### config.mk
export PLATFORM = sky130hd
export DESIGN_NAME = factorial_divisibility_check_top
export DESIGN_NICKNAME = d
export VERILOG_FILES = /design/src/rtl/fdc_pkg.sv /design/src/rtl/factorial_divisibility_check_top.sv /design/src/rtl/fdc_div.sv /design/src/rtl/fdc_dp.sv /design/src/rtl/fdc_ctrl.sv
export SDC_FILE = /design/constraint.sdc
export NUM_CORES = 1
export LEC_CHECK = 0
export BUFFER_PORTS_ARGS = -buffer_cell sky130_fd_sc_hd__buf_2
export CAP_MARGIN = 20
export CORE_UTILIZATION = 38
export CTS_CLUSTER_DIAMETER = 120
export DETAILED_ROUTE_END_ITERATION = 8
export HOLD_SLACK_MARGIN = 0.06
export PLACE_DENSITY = 0.61
export SLEW_MARGIN = 15
export SYNTH_ARGS = -nofsm -noshare
export SYNTH_HDL_FRONTEND = slang
export SYNTH_SLANG_ARGS = --single-unit
### constraint.sdc
create_clock -name clk -period 4.71 [get_ports clk]
set_input_delay 0.471 -clock clk [delete_from_list [all_inputs] [get_ports clk]]
set_output_delay 0.471 -clock clk [all_outputs]
set_load 0.05 [all_outputs]
### src/rtl/fdc_pkg.sv
// Shared types and constants for the factorial divisibility checker.
package fdc_pkg;

	// Default operand width
	localparam int VALUE_BITS_DEF = 31;

	// First trial divisor and first odd trial divisor
	localparam int FIRST_PRIME = 2;
	localparam int FIRST_ODD   = 3;

	// Controller states
	typedef enum logic [2:0] {
		ST_IDLE,
		ST_CHECK,
		ST_STRIP,
		ST_LEG_N,
		ST_LEG,
		ST_FINAL,
		ST_WRITE
	} fdc_state_t;

	// Dividend select for the shared divider
	typedef enum logic [1:0] {
		DIVD_REST,
		DIVD_N,
		DIVD_QUOT
	} fdc_divd_t;

	// Divisor select for the shared divider
	typedef enum logic {
		DIVS_D,
		DIVS_P
	} fdc_divs_t;

	// Controller to datapath commands
	typedef struct packed {
		logic      load;
		logic      div_start;
		fdc_divd_t div_src;
		fdc_divs_t dvs_sel;
		logic      strip_take;
		logic      leg_init;
		logic      leg_init_rest;
		logic      leg_acc;
		logic      next_d;
		logic      out_load;
		logic      out_value;
	} fdc_cmd_t;

	// Datapath to controller status
	typedef struct packed {
		logic m_zero;
		logic div_busy;
		logic div_done;
		logic rem_zero;
		logic quot_zero;
		logic d_gt_q;
		logic d_is2;
		logic e_nonzero;
		logic sum_ge_e;
		logic rest_gt1;
	} fdc_sts_t;

endpackage

### src/rtl/factorial_divisibility_check_top.sv
// Each division runs on the shared divider; each trial candidate passes through a check state
// (ST_CHECK) and each prime through a setup state (ST_LEG_N) before its sums.
// Worst case is m a prime near 2^31: about 23170 trial candidates at 31 bits.
// Throughput: one item at a time; the next beat is taken once the result sits in the
// output register. Reset (arst_n low, asynchronous) clears the controller, divider control
// and output valid; operand and payload registers are not reset.
module factorial_divisibility_check_top import fdc_pkg::*; #(
	parameter int VALUE_BITS = VALUE_BITS_DEF
) (
	input  logic                  clk,
	input  logic                  arst_n,
	input  logic                  in_valid,
	output logic                  in_stall,
	input  logic [VALUE_BITS-1:0] factorial_base,
	input  logic [VALUE_BITS-1:0] divisor_candidate,
	output logic                  out_valid,
	input  logic                  out_stall,
	output logic                  divides
);

	fdc_cmd_t cmd;
	fdc_sts_t sts;

	fdc_ctrl u_ctrl (
		.clk      (clk),
		.arst_n   (arst_n),
		.in_valid (in_valid),
		.in_stall (in_stall),
		.out_valid(out_valid),
		.out_stall(out_stall),
		.sts      (sts),
		.cmd      (cmd)
	);

	fdc_dp #(
		.VALUE_BITS(VALUE_BITS)
	) u_dp (
		.clk              (clk),
		.arst_n           (arst_n),
		.cmd              (cmd),
		.factorial_base   (factorial_base),
		.divisor_candidate(divisor_candidate),
		.sts              (sts),
		.divides          (divides)
	);

`ifndef SYNTH
	// The divider is never restarted mid-division
	a_div_idle_on_start: assert property (@(posedge clk) disable iff (!arst_n)
		cmd.div_start |-> !sts.div_busy)
		else $error("divider started while busy");

	// A pending result beat is never overwritten
	a_no_result_overwrite: assert property (@(posedge clk) disable iff (!arst_n)
		cmd.out_load |-> (!out_valid || !out_stall))
		else $error("result overwritten before taken");

	// After an input beat the block is busy with it
	a_busy_after_accept: assert property (@(posedge clk) disable iff (!arst_n)
		(in_valid && !in_stall) |=> in_stall)
		else $error("input taken while item in progress");
`endif

endmodule

### src/rtl/fdc_div.sv
// Restoring divider, one quotient bit per cycle.
module fdc_div import fdc_pkg::*; #(
	parameter int VALUE_BITS = VALUE_BITS_DEF
) (
	input  logic                  clk,
	input  logic                  arst_n,
	input  logic                  start,
	input  logic [VALUE_BITS-1:0] dividend,
	input  logic [VALUE_BITS-1:0] divisor,
	output logic                  busy,
	output logic                  done,
	output logic [VALUE_BITS-1:0] quotient,
	output logic [VALUE_BITS-1:0] remainder
);

	localparam int CW = $clog2(VALUE_BITS + 1);

	logic [VALUE_BITS-1:0] rem_q;
	logic [VALUE_BITS-1:0] quo_q;
	logic [VALUE_BITS-1:0] dvs_q;
	logic [CW-1:0]         cnt_q;
	logic                  busy_q;
	logic                  done_q;
	logic [VALUE_BITS:0]   shifted;
	logic [VALUE_BITS:0]   diff;

	// One trial subtraction
	always_comb begin
		shifted = {rem_q, quo_q[VALUE_BITS-1]};
		diff    = shifted - {1'b0, dvs_q};
	end

	// Control: bit counter and done pulse
	always_ff @(posedge clk or negedge arst_n) begin
		if (!arst_n) begin
			busy_q <= 1'b0;
			done_q <= 1'b0;
			cnt_q  <= '0;
		end else begin
			done_q <= 1'b0;
			if (start) begin
				busy_q <= 1'b1;
				cnt_q  <= CW'(VALUE_BITS);
			end else if (busy_q) begin
				cnt_q <= cnt_q - 1'b1;
				if (cnt_q == CW'(1)) begin
					busy_q <= 1'b0;
					done_q <= 1'b1;
				end
			end
		end
	end

	// Operand and result shift registers
	always_ff @(posedge clk) begin
		if (start) begin
			rem_q <= '0;
			quo_q <= dividend;
			dvs_q <= divisor;
		end else if (busy_q) begin
			if (!diff[VALUE_BITS]) begin
				rem_q <= diff[VALUE_BITS-1:0];
				quo_q <= {quo_q[VALUE_BITS-2:0], 1'b1};
			end else begin
				rem_q <= shifted[VALUE_BITS-1:0];
				quo_q <= {quo_q[VALUE_BITS-2:0], 1'b0};
			end
		end
	end

	assign busy      = busy_q;
	assign done      = done_q;
	assign quotient  = quo_q;
	assign remainder = rem_q;

endmodule

### src/rtl/fdc_dp.sv
// Datapath: operand registers, exponent and Legendre sum, shared divider.
module fdc_dp import fdc_pkg::*; #(
	parameter int VALUE_BITS = VALUE_BITS_DEF
) (
	input  logic                  clk,
	input  logic                  arst_n,
	input  fdc_cmd_t              cmd,
	input  logic [VALUE_BITS-1:0] factorial_base,
	input  logic [VALUE_BITS-1:0] divisor_candidate,
	output fdc_sts_t              sts,
	output logic                  divides
);

	localparam int EW = $clog2(VALUE_BITS);

	logic [VALUE_BITS-1:0] n_q;
	logic [VALUE_BITS-1:0] rest_q;
	logic [VALUE_BITS-1:0] d_q;
	logic [VALUE_BITS-1:0] p_q;
	logic [EW-1:0]         e_q;
	logic [VALUE_BITS:0]   sum_q;
	logic                  divides_q;

	logic [VALUE_BITS-1:0] div_a;
	logic [VALUE_BITS-1:0] div_b;
	logic [VALUE_BITS-1:0] quot;
	logic [VALUE_BITS-1:0] rem;
	logic                  div_busy;
	logic                  div_done;

	// Divider operand select
	always_comb begin
		case (cmd.div_src)
			DIVD_REST: div_a = rest_q;
			DIVD_N:    div_a = n_q;
			DIVD_QUOT: div_a = quot;
			default:   div_a = rest_q;
		endcase
		div_b = (cmd.dvs_sel == DIVS_P) ? p_q : d_q;
	end

	fdc_div #(
		.VALUE_BITS(VALUE_BITS)
	) u_div (
		.clk      (clk),
		.arst_n   (arst_n),
		.start    (cmd.div_start),
		.dividend (div_a),
		.divisor  (div_b),
		.busy     (div_busy),
		.done     (div_done),
		.quotient (quot),
		.remainder(rem)
	);

	// Operand, candidate and exponent registers
	always_ff @(posedge clk) begin
		if (cmd.load) begin
			n_q    <= factorial_base;
			rest_q <= divisor_candidate;
			d_q    <= VALUE_BITS'(FIRST_PRIME);
			e_q    <= '0;
		end else begin
			if (cmd.strip_take) begin
				rest_q <= quot;
				e_q    <= e_q + 1'b1;
			end
			if (cmd.next_d) begin
				d_q <= sts.d_is2 ? VALUE_BITS'(FIRST_ODD) : d_q + VALUE_BITS'(2);
				e_q <= '0;
			end
			if (cmd.leg_init_rest)
				e_q <= EW'(1);
		end
	end

	// Legendre sum: prime under test and running sum
	always_ff @(posedge clk) begin
		if (cmd.leg_init) begin
			p_q   <= d_q;
			sum_q <= '0;
		end else if (cmd.leg_init_rest) begin
			p_q   <= rest_q;
			sum_q <= '0;
		end else if (cmd.leg_acc) begin
			sum_q <= sum_q + {1'b0, quot};
		end
	end

	// Result beat payload
	always_ff @(posedge clk) begin
		if (cmd.out_load)
			divides_q <= cmd.out_value;
	end

	// Status back to the controller
	always_comb begin
		sts.m_zero    = (rest_q == '0);
		sts.div_busy  = div_busy;
		sts.div_done  = div_done;
		sts.rem_zero  = (rem == '0);
		sts.quot_zero = (quot == '0);
		sts.d_gt_q    = (d_q > quot);
		sts.d_is2     = (d_q == VALUE_BITS'(FIRST_PRIME));
		sts.e_nonzero = (e_q != '0);
		sts.sum_ge_e  = (sum_q >= (VALUE_BITS+1)'(e_q));
		sts.rest_gt1  = (rest_q > VALUE_BITS'(1));
	end

	assign divides = divides_q;

endmodule

### src/rtl/fdc_ctrl.sv
// Controller: sequences trial division and Legendre sums over the datapath.
module fdc_ctrl import fdc_pkg::*; (
	input  logic     clk,
	input  logic     arst_n,
	input  logic     in_valid,
	output logic     in_stall,
	output logic     out_valid,
	input  logic     out_stall,
	input  fdc_sts_t sts,
	output fdc_cmd_t cmd
);

	fdc_state_t st_q;
	fdc_state_t st_nxt;
	logic       verdict_q;
	logic       final_q;
	logic       out_valid_q;
	logic       check_exit;
	logic       leg_stop;
	logic       out_free;

	// Loop exits: candidate past the square root, Legendre sum finished
	assign check_exit = !sts.d_is2 && !sts.e_nonzero && sts.d_gt_q;
	assign leg_stop   = sts.quot_zero || sts.sum_ge_e;
	assign out_free   = !out_valid_q || !out_stall;

	// Next state
	always_comb begin
		st_nxt = st_q;
		case (st_q)
			ST_IDLE:  if (in_valid) begin
				st_nxt = ST_CHECK;
			end
			ST_CHECK: begin
				st_nxt = sts.m_zero ? ST_WRITE : ST_STRIP;
			end
			ST_STRIP: if (sts.div_done) begin
				if (check_exit)
					st_nxt = ST_FINAL;
				else if (sts.rem_zero)
					st_nxt = ST_STRIP;
				else if (sts.e_nonzero)
					st_nxt = ST_LEG_N;
				else
					st_nxt = ST_CHECK;
			end
			ST_LEG_N: begin
				st_nxt = ST_LEG;
			end
			ST_LEG:   if (sts.div_done && leg_stop) begin
				if (!sts.sum_ge_e || final_q)
					st_nxt = ST_WRITE;
				else
					st_nxt = ST_CHECK;
			end
			ST_FINAL: begin
				st_nxt = sts.rest_gt1 ? ST_LEG_N : ST_WRITE;
			end
			ST_WRITE: if (out_free) begin
				st_nxt = ST_IDLE;
			end
			default:  st_nxt = ST_IDLE;
		endcase
	end

	// Commands to the datapath
	always_comb begin
		cmd           = '0;
		cmd.div_src   = DIVD_REST;
		cmd.dvs_sel   = DIVS_D;
		cmd.out_value = verdict_q;
		in_stall      = 1'b1;
		case (st_q)
			ST_IDLE: begin
				in_stall = 1'b0;
				cmd.load = in_valid;
			end
			ST_CHECK: begin
				cmd.div_start = !sts.m_zero;
			end
			ST_STRIP: if (sts.div_done && !check_exit) begin
				if (sts.rem_zero) begin
					cmd.strip_take = 1'b1;
					cmd.div_start  = 1'b1;
					cmd.div_src    = DIVD_QUOT;
				end else if (sts.e_nonzero) begin
					cmd.leg_init = 1'b1;
				end else begin
					cmd.next_d = 1'b1;
				end
			end
			ST_LEG_N: begin
				cmd.div_start = 1'b1;
				cmd.div_src   = DIVD_N;
				cmd.dvs_sel   = DIVS_P;
			end
			ST_LEG: if (sts.div_done) begin
				if (!leg_stop) begin
					cmd.leg_acc   = 1'b1;
					cmd.div_start = 1'b1;
					cmd.div_src   = DIVD_QUOT;
					cmd.dvs_sel   = DIVS_P;
				end else if (sts.sum_ge_e && !final_q) begin
					cmd.next_d = 1'b1;
				end
			end
			ST_FINAL: begin
				cmd.leg_init_rest = sts.rest_gt1;
			end
			ST_WRITE: begin
				cmd.out_load = out_free;
			end
			default: begin
				in_stall = 1'b1;
			end
		endcase
	end

	// State register
	always_ff @(posedge clk or negedge arst_n) begin
		if (!arst_n)
			st_q <= ST_IDLE;
		else
			st_q <= st_nxt;
	end

	// Verdict and last-prime flag
	always_ff @(posedge clk or negedge arst_n) begin
		if (!arst_n) begin
			verdict_q <= 1'b0;
			final_q   <= 1'b0;
		end else begin
			if (cmd.load) begin
				verdict_q <= 1'b1;
				final_q   <= 1'b0;
			end else if (st_q == ST_CHECK && sts.m_zero) begin
				verdict_q <= 1'b0;
			end else if (st_q == ST_LEG && sts.div_done && leg_stop && !sts.sum_ge_e) begin
				verdict_q <= 1'b0;
			end
			if (st_q == ST_FINAL)
				final_q <= 1'b1;
		end
	end

	// Result beat valid
	always_ff @(posedge clk or negedge arst_n) begin
		if (!arst_n)
			out_valid_q <= 1'b0;
		else if (cmd.out_load)
			out_valid_q <= 1'b1;
		else if (!out_stall)
			out_valid_q <= 1'b0;
	end

	assign out_valid = out_valid_q;

endmodule
---- Yosys cells after proc, flatten, opt, wreduce, memory -nomap -nowiden ----
Index checks and enable logic that the tools add are counted.
storage, ports and cells
  bits of input ports ..................... 66
  flip-flop bits (word level) ............. 268
  output and inout port bits .............. 3
  word-level logic and storage cells ...... 142
cells by class
  equality and inequality tests ........... 16
  order comparisons ....................... 3
  add/subtract/negate cells ............... 5
  muxes and demuxes ....................... 65
  reduce and logical (&&, ||, !) cells .... 35
operators by type and width
  operator                 count
  $mux W31                 9
  $logic_not A31 Y1        3
  $pmux W31 S2             1
  $mux W3                  11
  $add A32 B31 Y32         1
  $ge A32 B5 Y1            1
  $sub A32 B31 Y32         1
  $add A31 B2 Y31 const B  1
  $eq A31 B2 Y1 const B    1
  $gt A31 B1 Y1 const B    1
  $gt A31 B31 Y1           1
  $mux W1                  31
  $pmux W3 S7              1
  $mux W5                  2
  $eq A3 B3 Y1 const B     3
  $logic_and A1 B1 Y1      9
  $logic_not A1 Y1         8
  $mux W2                  4
  $mux W4                  2
  $ne A2 B1 Y1 const B     4
  $reduce_bool A2 Y1       4
  $eq A3 B2 Y1 const B     2
  $pmux W2 S3              1
  $reduce_bool A3 Y1       2
  other kinds (16)         20

---- Depth between registers and ports, before layout ----
Gate-level depths: netlist (run 1).
  depth in word-level cells ............... 11
  gate-level depth with buffers ........... 14
  depth with buffers taken out ............ 12

---- Modules after synthesis ----
A second synthesis (run 1) with hierarchy kept.
unflattened totals
  cells, all modules ...................... 1669
  area total of the unflattened synthesis .. 16209.3 um^2
by module, submodules not included
  module    instances  area an instance (um^2)  seq. area each (um^2)  cells each
  fdc_dp    1          9870.7                   4184.0                 1029
  fdc_div   1          5765.5                   2657.5                 569
  fdc_ctrl  1          573.0                    150.1                  71

---- Least setup slack after synthesis (run 1) ----
Ideal clock, no wire load.
  path kind ............................... register to register
  start point ............................. reg u_dp.sum_q[0]
  end point ............................... reg u_dp.u_div.quo_q[0], in the netlist u_dp.u_div.quotient[0], enable pin
  cell stages (with the launch flop) ...... 13
  data arrival time ....................... 3005 ps
  period minus slack after synthesis ...... 3391 ps
  library setup time ...................... 386 ps
  path buffers ............................ 1
  setup slack ............................. 1319 ps
  cells stage by stage .................... dfxtp_1 > inv_1 > ha_1 > nand2b_1 > a21o_1 > a21o_1 > a21o_1 > a21o_1 > nor3_2 > and3b_1 > buf_2 > inv_1 > o211a_1
between the ends
  word-level cells in the longest chain between the ends .. 8
ends and longest elaborated chain
  what                                  RTL line        source
  from (decl)                           fdc_dp.sv:21    logic [VALUE_BITS:0] sum_q;
  from (signal assigned)                fdc_dp.sv:86    sum_q <= sum_q + {1'b0, quot};
  $ge A32 B5 Y1 *                       fdc_dp.sv:106   sts.sum_ge_e = (sum_q >= (VALUE_BITS+1)'(e_q));
  $logic_or A1 B1 Y1 *                  fdc_ctrl.sv:24  assign leg_stop = sts.quot_zero || sts.sum_ge_e;
  $mux W4 *                             fdc_ctrl.sv:98  if (!leg_stop) begin
  $mux W4 *                             fdc_ctrl.sv:97  ST_LEG: if (sts.div_done) begin
  $pmux W2 S3                           fdc_ctrl.sv:73  case (st_q)
  $eq A2 B2 Y1                          fdc_dp.sv:33    case (cmd.div_src)
  $ne A2 B2 Y1 (no source line)         -
  $reduce_and A2 Y1 (no source line) *  -
  to (signal assigned)                  fdc_div.sv:58   quo_q <= dividend;
  to (signal assigned)                  fdc_div.sv:63   quo_q <= {quo_q[VALUE_BITS-2:0], 1'b1};
  to (signal assigned)                  fdc_div.sv:66   quo_q <= {quo_q[VALUE_BITS-2:0], 1'b0};
  to (decl)                             fdc_div.sv:19   logic [VALUE_BITS-1:0] quo_q;
Mark *: on every way between the ends. The rest lies on a longest branch, timed or not.
A chain may end at the register's enable or synchronous reset.

---- Final worst setup path (run 1) ----
  start point ............................. reg u_dp.u_div.quo_q[30], in the netlist u_dp.u_div.quotient[30]
  end point ............................... reg u_dp.u_div.quo_q[30], in the netlist u_dp.u_div.quotient[30] (data pin)
between the ends
  word-level cells in the longest chain between the ends .. 9
ends and longest elaborated chain
  what                                                 RTL line        source
  $gt A31 B31 Y1                                       fdc_dp.sv:103   sts.d_gt_q = (d_q > quot);
  $logic_and A1 B1 Y1                                  fdc_ctrl.sv:23  assign check_exit = !sts.d_is2 && !sts.e_nonzero && sts.d_gt_q;
  $logic_not A1 Y1                                     fdc_ctrl.sv:81  ST_STRIP: if (sts.div_done && !check_exit) begin
  $logic_and A1 B1 Y1                                  fdc_ctrl.sv:81
  $mux W3                                              fdc_ctrl.sv:81
  $pmux W2 S3                                          fdc_ctrl.sv:73
  $eq A2 B2 Y1 / $eq A2 B1 Y1 (equally long branches)  fdc_dp.sv:33
  $pmux W31 S2                                         fdc_dp.sv:33
  $mux W31 *                                           fdc_div.sv:56   if (start) begin
Marked as above.

==> results.tsv, run 1 <==
metric	value	unit
syn-cell-area	15800	sq um
clock_latency	0.57	ns
hp-class	in -> reg	
start_kind	register	
fin_cells	2221	
worst_hold_slack	0.0810	ns
clkSinkCount	268	
ant_nets	0	
areaGrowthSynthToFinish	12.6	%
avgSynthCellArea	9.80	sq um
crit_arrival	4.08	ns
vias	12322	
dieArea	42300	sq um
first_iter_violations	849	
synth_top_area_share	29.7	%
yosys_warnings	0	
die_w	206	microns
setup_tns	0	ns
syn_inst	1609	
yosysUniqueCellTypes	78	
num_rows	74	
slowest_delay	0.63	ns
cts_resized	0	
seq_area_frac_synth	44.3	%
fin_crit	3.80	ns
use_met2	33.5	%
synth_seq_cells	268	
synth_ff_type	edfxtp_1	
grt_busiest_layer	met2	
clk_pin_slew	0.06	ns
maxCapViolCount	0	
setup_violations	0	
async_flop_share	4.85	%
status	finished, final reports clean	
wire_per_inst	18.8	microns
fin_crit_sh	80.7	%
synth_nets	1780	
end_kind	register	
grt_pass1_vias	12067	
drc	0	
grtUsageTotal	19.7	%
layout_setup_ws	0.908	ns
max-clock-path-buffers	3	
num_antenna_cells	0	
power	12.8	mW
vias_per_cell	5.55	
worst_pin_slew	1.03	ns
cts-htree-levels	1	
use_met3	1.92	%
fmax	263	MHz
slew_headroom	31.6	%
port_buffers	68	
root_buffer	clkbuf_16	
ir_drop	0.347	mV
antenna_found_initial	0	
critPathKind	reg -> reg	
required	4.99	ns
wl	41.8	mm
yosysTopAreaCell	edfxtp_1	
cts_buffers	31	
rsz0062_at_grt	no	
p_leak	7.34	nW
critPathSlowestCell	buf_4	
power_density	718	nW/um^2
crit_chain	inv_1 > ha_1 > nand4_1 > or2_2 > o31ai_1 > o21ai_2 > nand3_1 > and3b_2 > buf_4 > o21ai_0	
grt_max_degree	100	
layout-drive-gt1-share	13.5	%
ios	69	
path_max_fanout	82	
synth-edff-count	156	
cts_tree	done	
skew	0.0203	ns
grt_pass1_wl	65.6	mm
slew_violations	0	
gp_congestion	0.904	
final-hold-violation-count	0	
core_area	40900	sq um
ys_top_cells_by_area	edfxtp_1 30%, dfxtp_1 13%, ha_1 8.2%	
firstDrtPassIters	5	
fp.dieH	206	microns
use_met1	25.5	%
initial_core_util	38.5	%
gr-total-overflow	0	
pre_cts_ws	0.974	ns
nets	1836	
dpl.hpwl	30.4	mm
placed_cells	2162	
-- registers in the layout, summed over array words and instances (netlist names), 3 cells and up --
name                  count
u_dp.e_q                  5
u_dp.u_div.remainder     31
u_dp.p_q                 31
u_dp.rest_q              31
u_ctrl.st_q               3
u_dp.sum_q               32
u_dp.u_div.quotient      31
u_dp.d_q                 31
u_dp.u_div.cnt_q          5
u_dp.n_q                 31
u_dp.u_div.dvs_q         31
-- synthesized netlist by cell type, types with 11 or more instances --
cell type and number:
a211oi_1 28, a21boi_0 11, a21o_1 43, a21oi_1 102, a31oi_1 14, and3_1 16, buf_2 13, clkbuf_1 43
dfrtp_1 13, dfxtp_1 99, edfxtp_1 156, ha_1 103, inv_1 97, mux2_2 62, mux2i_1 61, nand2_1 136
nand2b_1 17, nand3_1 26, nand4_1 24, nor2_1 115, nor2b_1 21, nor3_1 21, nor4_1 43, o211ai_1 14
o21a_1 11, o21ai_0 128, or3_1 24, xnor2_1 52, xor2_1 13
-- timing repair --
item | in CTS | in global routing
buffers inserted | 0 | 0
hold buffers | 2 | 0
endpoints found under the hold margin | 14 | 0
-- path summary, 6_finish.rpt --
path | startpoint | endpoint | slack, ns | cells past startpoint
worst max-delay path | u_dp.u_div.quotient[30] | u_dp.u_div.quotient[30] | 0.91 | 10
worst min-delay path | factorial_base[7] | u_dp.n_q[7] | 0.08 | 1
worst max register to register | u_dp.u_div.quotient[30] | u_dp.u_div.quotient[30] | 0.91 | 10
worst min register to register | u_ctrl.verdict_q | u_dp.divides | 0.46 | 0
max in group asynchronous | arst_n | u_dp.u_div.busy | 4.14 | 2
min in group asynchronous | arst_n | u_dp.u_div.cnt_q[1] | 0.33 | 2
-- final cells by class --
type,count,area [sq um]
clock buffer,38,875
sequential,268,6990
inverter,98,368
fill,3956,23200
timing repair buffer,87,526
tap,532,666
clock inverter,19,171
multi-input combinational,1179,8160
-- kinds of logic (layout without fill, tap and decap cells) --
group / Yosys count / in the layout / share of synthesized area, %
DFF: 268 / 268 / 44.3
xor gates and xnor gates: 65 / 65 / 3.61
AOI/OAI and AO/OA: 413 / 413 / 16.5
adders and majority gates: 105 / 105 / 8.43
muxes: 123 / 123 / 8.30
and+or+nand+nor: 473 / 473 / 14.8
buffers and inverters: 162 / 242 / 4.03
-- power by group --
group          leakage [nW]  internal (mW)  switching, mW
Combinational          4.37           2.53           3.41
Sequential             2.47           3.49          0.880
Clock                 0.505           1.43           1.01
Total                  7.34           7.45           5.30
-- cell usage in the layout, fill, tap and decap left out, types with 7 or more instances in the layout --
cell	count
nand3_1	26
a211oi_1	28
nand4_1	24
nor2_1	115
a21o_1	43
and3_1	16
a21boi_0	11
mux2i_1	61
nor4_1	43
buf_4	14
nor3_1	20
or3_1	24
a31oi_1	14
inv_1	95
nand2_1	135
nand2b_1	17
nor2b_1	21
edfxtp_1	156
o21a_1	11
clkbuf_16	33
xor2_1	13
ha_1	103
xnor2_1	52
o211ai_1	14
mux2_2	62
a21oi_1	102
clkinv_2	7
buf_2	68
o21ai_0	128
dfrtp_1	12
dfxtp_1	99
-- metal layers --
layer / wire length [microns] / part of all wire [%]
met1: 18700 / 45
met2: 19900 / 48
met3: 1560 / 3.7
met4: 1700 / 4.1
met5: 0 / 0
-- critical path: cells and delay by family, from the launching register on --
kind	cells	cell delay, ns
AO/OA/AOI/OAI	3	0.87
buffers and inverters	2	0.76
adder cells (fa/ha/maj)	1	0.35
AND/OR/NAND/NOR	4	1.09
flip-flops	1	0.40
-- stage by stage --
| step | util (%) | instance area [sq um] |
|---|---|---|
| final | 43.4 | 17800 |
| after global placement | 40.8 | 16700 |
| after detailed placement | 40.8 | 16700 |
| after CTS | 43.4 | 17800 |
| after global routing | 43.4 | 17800 |
| after floorplan | - | 15800 |
Note: power is estimated with default switching activity, not from simulation.
==> run 2, diff against run 1 <==
--- a/config.mk
+++ b/config.mk
@@ -5,13 +5,14 @@
 export SDC_FILE = /design/constraint.sdc
 export NUM_CORES = 1
 export LEC_CHECK = 0
+export ABC_AREA = 1
 export BUFFER_PORTS_ARGS = -buffer_cell sky130_fd_sc_hd__buf_2
 export CAP_MARGIN = 20
 export CORE_UTILIZATION = 38
 export CTS_CLUSTER_DIAMETER = 120
 export DETAILED_ROUTE_END_ITERATION = 8
 export HOLD_SLACK_MARGIN = 0.06
-export PLACE_DENSITY = 0.61
+export PLACE_DENSITY = 0.62
 export SLEW_MARGIN = 15
 export SYNTH_ARGS = -nofsm -noshare
 export SYNTH_HDL_FRONTEND = slang
==> constraint.sdc (replaced) <==
create_clock -name clk -period 3.2 [get_ports clk]
set_input_delay 0.32 -clock clk [delete_from_list [all_inputs] [get_ports clk]]
set_output_delay 0.32 -clock clk [all_outputs]
set_load 0.05 [all_outputs]
==> results.tsv, run 2 <==
metric	value	unit	change
fin_crit	3.00	ns	-0.807 ns
p_int	5.98	mW	-20%
wl_met1	25.5	mm	+36%
regMostFlops	u_dp.sum_q		
cpMostUsedCell	nor2_1		
fin_crit_sh	93.6	%	+13 points
ctsHoldBuffers	55		+53
vias	16945		+38%
clk_pin_slew	0.07	ns	about the same
postCtsSetupBuffers	0		unchanged
placed_cell_area	19100	sq um	+15%
synth_top_area_share	26.1	%	-3.6 points
routed.top_layer	met4		
fillCellCount	4725		+19%
design_area	20800	sq um	+17%
worst_pin_slew	0.551	ns	-0.474 ns
ys_top_cells_by_area	edfxtp_1 26%, nand2_1 14%, dfxtp_1 11%		
met3_wirelength	2.94	mm	+89%
skew	0.0358	ns	+0.0155 ns
clock_latency	0.61	ns	+0.04 ns
largest_register_ffs	32		unchanged
seq_area_frac_synth	38.9	%	-5.4 points
critPathKind	reg -> reg		
grt_pass1_vias	16423		+36%
start_kind	register		
ir_drop	0.400	mV	+16%
switching_power	1.76	mW	-67%
power_frac_clock	48.9	%	+30 points
clkSinkCount	268		unchanged
end_kind	register		
firstDrtPassIters	6		+1
ios	69		unchanged
wl	58.1	mm	+39%
synth_seq_cells	268		unchanged
power_density	372	nW/um^2	-48%
layout-drive-gt1-share	11.3	%	-2.2 points
cts-htree-levels	1		unchanged
drc	0		unchanged
cts_resized	0		unchanged
cts_tree	done		
slowest_delay	0.38	ns	-0.25 ns
async_flop_share	4.85	%	unchanged
dpl.hpwl	44.6	mm	+47%
worst_hold_slack	0.109	ns	+0.0278 ns
multi_input_area	9280	sq um	+14%
antenna_found_initial	1		+1
num_antenna_cells	0		unchanged
required	3.45	ns	-1.54 ns
setup_tns	0	ns	unchanged
maxCapViolCount	0		unchanged
hp-class	in -> reg		
yosysTopAreaCell	edfxtp_1		
slew_violations	0		unchanged
grt_pass1_wl	91.1	mm	+39%
final_cell_mix	657 x nand2_1, 293 x inv_1, 256 x nor2_1		
yosysUniqueCellTypes	59		-24%
synth-edff-count	156		unchanged
root_buffer	clkbuf_16		
max-clock-path-buffers	3		unchanged
first_iter_violations	1304		+54%
areaGrowthSynthToFinish	15.7	%	
wl_met2	28.2	mm	+42%
ant_nets	0		unchanged
crit_chain	inv_1 > ha_1 > nand2_1 > nor2_1 > inv_1 > nor2_1 > nand2_1 > nor2_1 > nor2_2 > nand2_4 > nand3_4 > nand2_4 > buf_4 > buf_4		
critPathSlowestCell	edfxtp_1		
dieArea	48200	sq um	+14%
gr-total-overflow	0		unchanged
synth_nets	2614		+47%
avgSynthCellArea	7.36	sq um	-25%
fp.dieH	219	microns	+6.7%
rsz0062_at_grt	no		
swShare	22.7	%	-19 points
status	finished, final reports clean		
yosys_warnings	0		unchanged
setup_violations	0		unchanged
syn_inst	2443		+52%
p_leak	9.56	nW	+30%
power.share.sequential	47.4	%	+13 points
die_w	219	microns	+6.7%
synth_ff_type	edfxtp_1		
final-hold-violation-count	0		unchanged
yosys-top-cells-count	657 x nand2_1, 293 x inv_1, 258 x nor2_1		
layout_commonest_cell	nand2_1		
syn-cell-area	18000	sq um	+14%
grt_max_degree	102		+2.0%
nets	2755		+50%
register_area	6990	sq um	about the same
synth_most_common_cell	nand2_1		
grtUsageTotal	24.3	%	+4.6 points
gp_congestion	0.961		+6.2%
fmax	334	MHz	+27%
port_buffers	68		unchanged
pwr-share-comb	3.6	%	-43 points
num_rows	79		+6.8%
path_max_fanout	28		-66%
cts_buffers	31		unchanged
crit_arrival	3.25	ns	-0.83 ns
wire_per_inst	18.1	microns	-3.9%
slew_headroom	62.9	%	+31 points
core_area	46600	sq um	+14%
initial_core_util	38.6	%	+0.067 points
vias_per_cell	5.27		-5.0%
## run 2: cell count changes after synthesis, sizes merged, moves of 39 or more
cell / change
o21ai: +100
a21oi: +47
nand2: +531
mux2i: -61
nand3: +128
nor2: +156
inv: +227
a21o: -39
mux2: -61
## run 2: path summary, 6_finish.rpt
path                                              start             endpoint  slack [ns]  depth (start not counted)
worst max-delay path            u_dp.u_div.quotient[14]  u_dp.u_div.dvs_q[2]        0.20                         14
worst min-delay path              divisor_candidate[22]      u_dp.rest_q[22]        0.11                          3
worst max register to register  u_dp.u_div.quotient[14]  u_dp.u_div.dvs_q[2]        0.20                         14
worst min register to register         u_ctrl.verdict_q         u_dp.divides        0.47                          0
max in group asynchronous                        arst_n  u_dp.u_div.cnt_q[1]        2.79                          2
min in group asynchronous                        arst_n      u_dp.u_div.done        0.17                          2
## run 2: area by class of cell
cell class              count  area share [%]
clock buffers              36            3.82
well taps                 607            3.65
multi-input cells        1773            44.7
clock inverters            22            1.34
repair buffers            184            6.97
inverters                 326            5.91
flip-flops and latches    268            33.6
## run 2: cells by family (layout without fill, tap and decap cells)
kind of cell	Yosys count	count (layout)	share of synthesized area [%]
compound gates	405	405	12.7
fa+ha+maj	105	105	7.40
mux	1	1	0.0627
xor+xnor	55	55	2.68
buf+inv	402	568	9.50
simple gates	1207	1207	28.8
flops	268	268	38.9
## run 2: metrics by stage
stage	total power, mW	util (%)	cells	setup slack, ns
3_3_place_gp	3.96	41.1	3102	0.327
6_report	7.74	44.6	3216	0.205
3_5_place_dp	3.97	41.1	3102	0.233
4_1_cts	7.81	44.6	3215	0.207
2_1_floorplan	3.85	-	2443	0.325
5_1_grt	7.96	44.6	3216	0.000588
## run 2: per-layer routing
metal | up-vias | global-route usage, %
met2 | 554 | 42.3
met5 | - | 0
met3 | 85 | 2.76
met1 | 7990 | 31.5
li1 | 8316 | -
met4 | 0 | 7.01
## run 2: power groups by stage
stage	logic, mW	registers [mW]	clock network (mW)
5_1_grt	0.309	3.67	3.98
6_report	0.281	3.67	3.79
3_5_place_dp	0.223	3.74	0
3_3_place_gp	0.220	3.74	0
4_1_cts	0.276	3.67	3.86
2_1_floorplan	0.107	3.74	0
## run 2: worst max-delay path: cells and delay by family (launching register included)
kind / cells / cell delay [ns]
adder cells (fa/ha/maj): 1 / 0.30
buffers and inverters: 4 / 0.69
flip-flops: 1 / 0.38
AND/OR/NAND/NOR: 9 / 1.22
==> run 3, diff against run 2 <==
--- a/config.mk
+++ b/config.mk
@@ -7,12 +7,13 @@
 export LEC_CHECK = 0
 export ABC_AREA = 1
 export BUFFER_PORTS_ARGS = -buffer_cell sky130_fd_sc_hd__buf_2
-export CAP_MARGIN = 20
+export CAP_MARGIN = 15
 export CORE_UTILIZATION = 38
 export CTS_CLUSTER_DIAMETER = 120
 export DETAILED_ROUTE_END_ITERATION = 8
 export HOLD_SLACK_MARGIN = 0.06
-export PLACE_DENSITY = 0.62
+export PLACE_DENSITY = 0.6
+export RECOVER_POWER = 25
 export SLEW_MARGIN = 15
 export SYNTH_ARGS = -nofsm -noshare
 export SYNTH_HDL_FRONTEND = slang
==> constraint.sdc (replaced) <==
create_clock -name clk -period 3.1 [get_ports clk]
set_input_delay 0.31 -clock clk [delete_from_list [all_inputs] [get_ports clk]]
set_output_delay 0.31 -clock clk [all_outputs]
set_load 0.05 [all_outputs]
==> results.tsv, run 3 (same netlist as run 2, synthesis figures left out) <==
metric	value	unit	change
status	finished, final reports clean		
maxCapViolCount	0		unchanged
slew_violations	0		unchanged
rsz0062_at_grt	no		
largest_register_ffs	32		unchanged
ant_nets	0		unchanged
layout_setup_ws	0.244	ns	+0.0398 ns
drc	0		unchanged
placed_cell_area	19200	sq um	+0.30%
grt_pass1_vias	16324		-0.60%
skew	0.0401	ns	+0.00428 ns
ir_drop	0.418	mV	+4.4%
min_path_cells	3		unchanged
fin_cells	3219		+0.093%
path_max_fanout	20		-29%
fp.dieH	219	microns	unchanged
fillCellCount	4741		+0.34%
placed_cells	3108		+0.19%
cts_tree	done		
pre_cts_ws	0.252	ns	+0.0192 ns
slowest_delay	0.46	ns	+0.08 ns
grt_pass1_wl	90.3	mm	-0.86%
final_cell_mix	657 x nand2_1, 295 x inv_1, 255 x nor2_1		
p_leak	9.56	nW	about the same
num_antenna_cells	0		unchanged
layout_commonest_cell	nand2_1		
port_buffers	68		unchanged
setup_violations	0		unchanged
cts_buffers	30		-3.2%
core_area	46600	sq um	unchanged
crit_arrival	3.16	ns	-0.09 ns
register_area	6990	sq um	unchanged
cts-htree-levels	1		unchanged
layout-drive-gt1-share	11.3	%	-0.051 points
multi_input_area	9280	sq um	about the same
regMostFlops	u_dp.sum_q		
dieArea	48200	sq um	unchanged
root_buffer	clkbuf_16		
first_iter_violations	1515		+16%
dpl.hpwl	44.3	mm	-0.63%
wire_per_inst	17.9	microns	-1.2%
end_kind	register		
ios	69		unchanged
clkSinkCount	268		unchanged
setup_tns	0	ns	unchanged
worst_hold_slack	0.0985	ns	-0.0102 ns
postCtsSetupBuffers	0		unchanged
gr-total-overflow	0		unchanged
initial_core_util	38.6	%	unchanged
power_density	377	nW/um^2	+1.4%
r2r_slack	0.24	ns	+0.04 ns
critPathSlowestCell	edfxtp_1		
firstDrtPassIters	5		-1
reg2reg_depth	12		-2
fin_util	44.6	%	about the same
clock_latency	0.59	ns	-0.02 ns
start_kind	register		
crit_chain	nor3_1 > nand3_1 > nor3_1 > buf_4 > nand2_1 > nand4_4 > nand2_4 > nor2_4 > nand2_4 > buf_4 > o21ai_0 > o21ai_2		
final-hold-violation-count	0		unchanged
num_rows	79		unchanged
critPathKind	reg -> reg		
die_w	219	microns	unchanged
slew_headroom	5.20	%	-58 points
areaGrowthSynthToFinish	15.6	%	about the same
design_area	20800	sq um	about the same
power	7.84	mW	+1.3%
vias_per_cell	5.25		-0.31%
required	3.41	ns	-0.04 ns
clk_pin_slew	0.06	ns	about the same
fin_crit	2.86	ns	-0.140 ns
nets	2760		+0.18%
worst_pin_slew	1.42	ns	+0.871 ns
max-clock-path-buffers	3		unchanged
grtUsageTotal	24.1	%	-0.18 points
fin_crit_sh	92.1	%	-1.5 points
gp_congestion	0.963		+0.20%
vias	16909		-0.21%
grt_max_degree	69		-32%
fmax	350	MHz	+4.9%
wl	57.5	mm	-1.1%
hp-class	in -> reg		
antenna_found_initial	2		+1
run 3: cell types whose count changed in the layout (fill, tap and decap cells not counted), sizes merged:
| cell | previous run | this run |
|---|---|---|
| buf | 129 | 128 |
| clkbuf | 36 | 41 |
| clkinv | 13 | 16 |
| clkinvlp | 3 | 1 |
| dlygate4sd3 | 55 | 56 |
| inv | 327 | 324 |
run 3: repair_timing:
action,CTS,global route
endpoints found under the setup margin,0,33
hold buffers,56,0
hold endpoints to repair,69,0
resized for setup,0,4
run 3: final timing paths:
check | endpoint | from
hold reg to reg | u_dp.u_div.remainder[20] | u_dp.u_div.remainder[20]
max in group asynchronous | u_ctrl.st_q[0] | arst_n
hold / removal | u_dp.rest_q[25] | divisor_candidate[25]
min in group asynchronous | u_dp.u_div.cnt_q[0] | arst_n
setup reg to reg | u_dp.u_div.quotient[27] | u_dp.u_div.quotient[19]
setup / recovery | u_dp.u_div.quotient[27] | u_dp.u_div.quotient[19]
run 3: area by class of cell:
cell class / instances / share of cell area (%)
clock buffer: 35 / 3.80
clock inverter: 20 / 1.15
inverter: 326 / 5.93
multi-input combinational: 1773 / 44.7
sequential: 268 / 33.7
tap: 607 / 3.66
timing repair buffer: 190 / 7.13
run 3: critical path, delay by kind of cell, from the launching register on:
kind                   cells  cell delay [ns]
flip-flops                 1             0.46
AND/OR/NAND/NOR            8             1.42
AO/OA/AOI/OAI              2             0.27
buffers and inverters      2             0.41
run 3: where the power goes:
group	internal, mW	switching (mW)	total [mW]
Combinational	0.143	0.151	0.294
Sequential	3.76	0.0273	3.79
Clock	2.23	1.53	3.76
Total	6.14	1.71	7.84
run 3: layer usage:
layer	global-route usage (%)	vias up	wire length [microns]	part of all wire, %
li1	-	8326	-	-
met1	32.3	7881	25700	45
met2	40.3	596	26600	46
met3	2.82	104	3320	5.8
met4	7.85	2	1860	3.2
met5	0	-	13	0.023
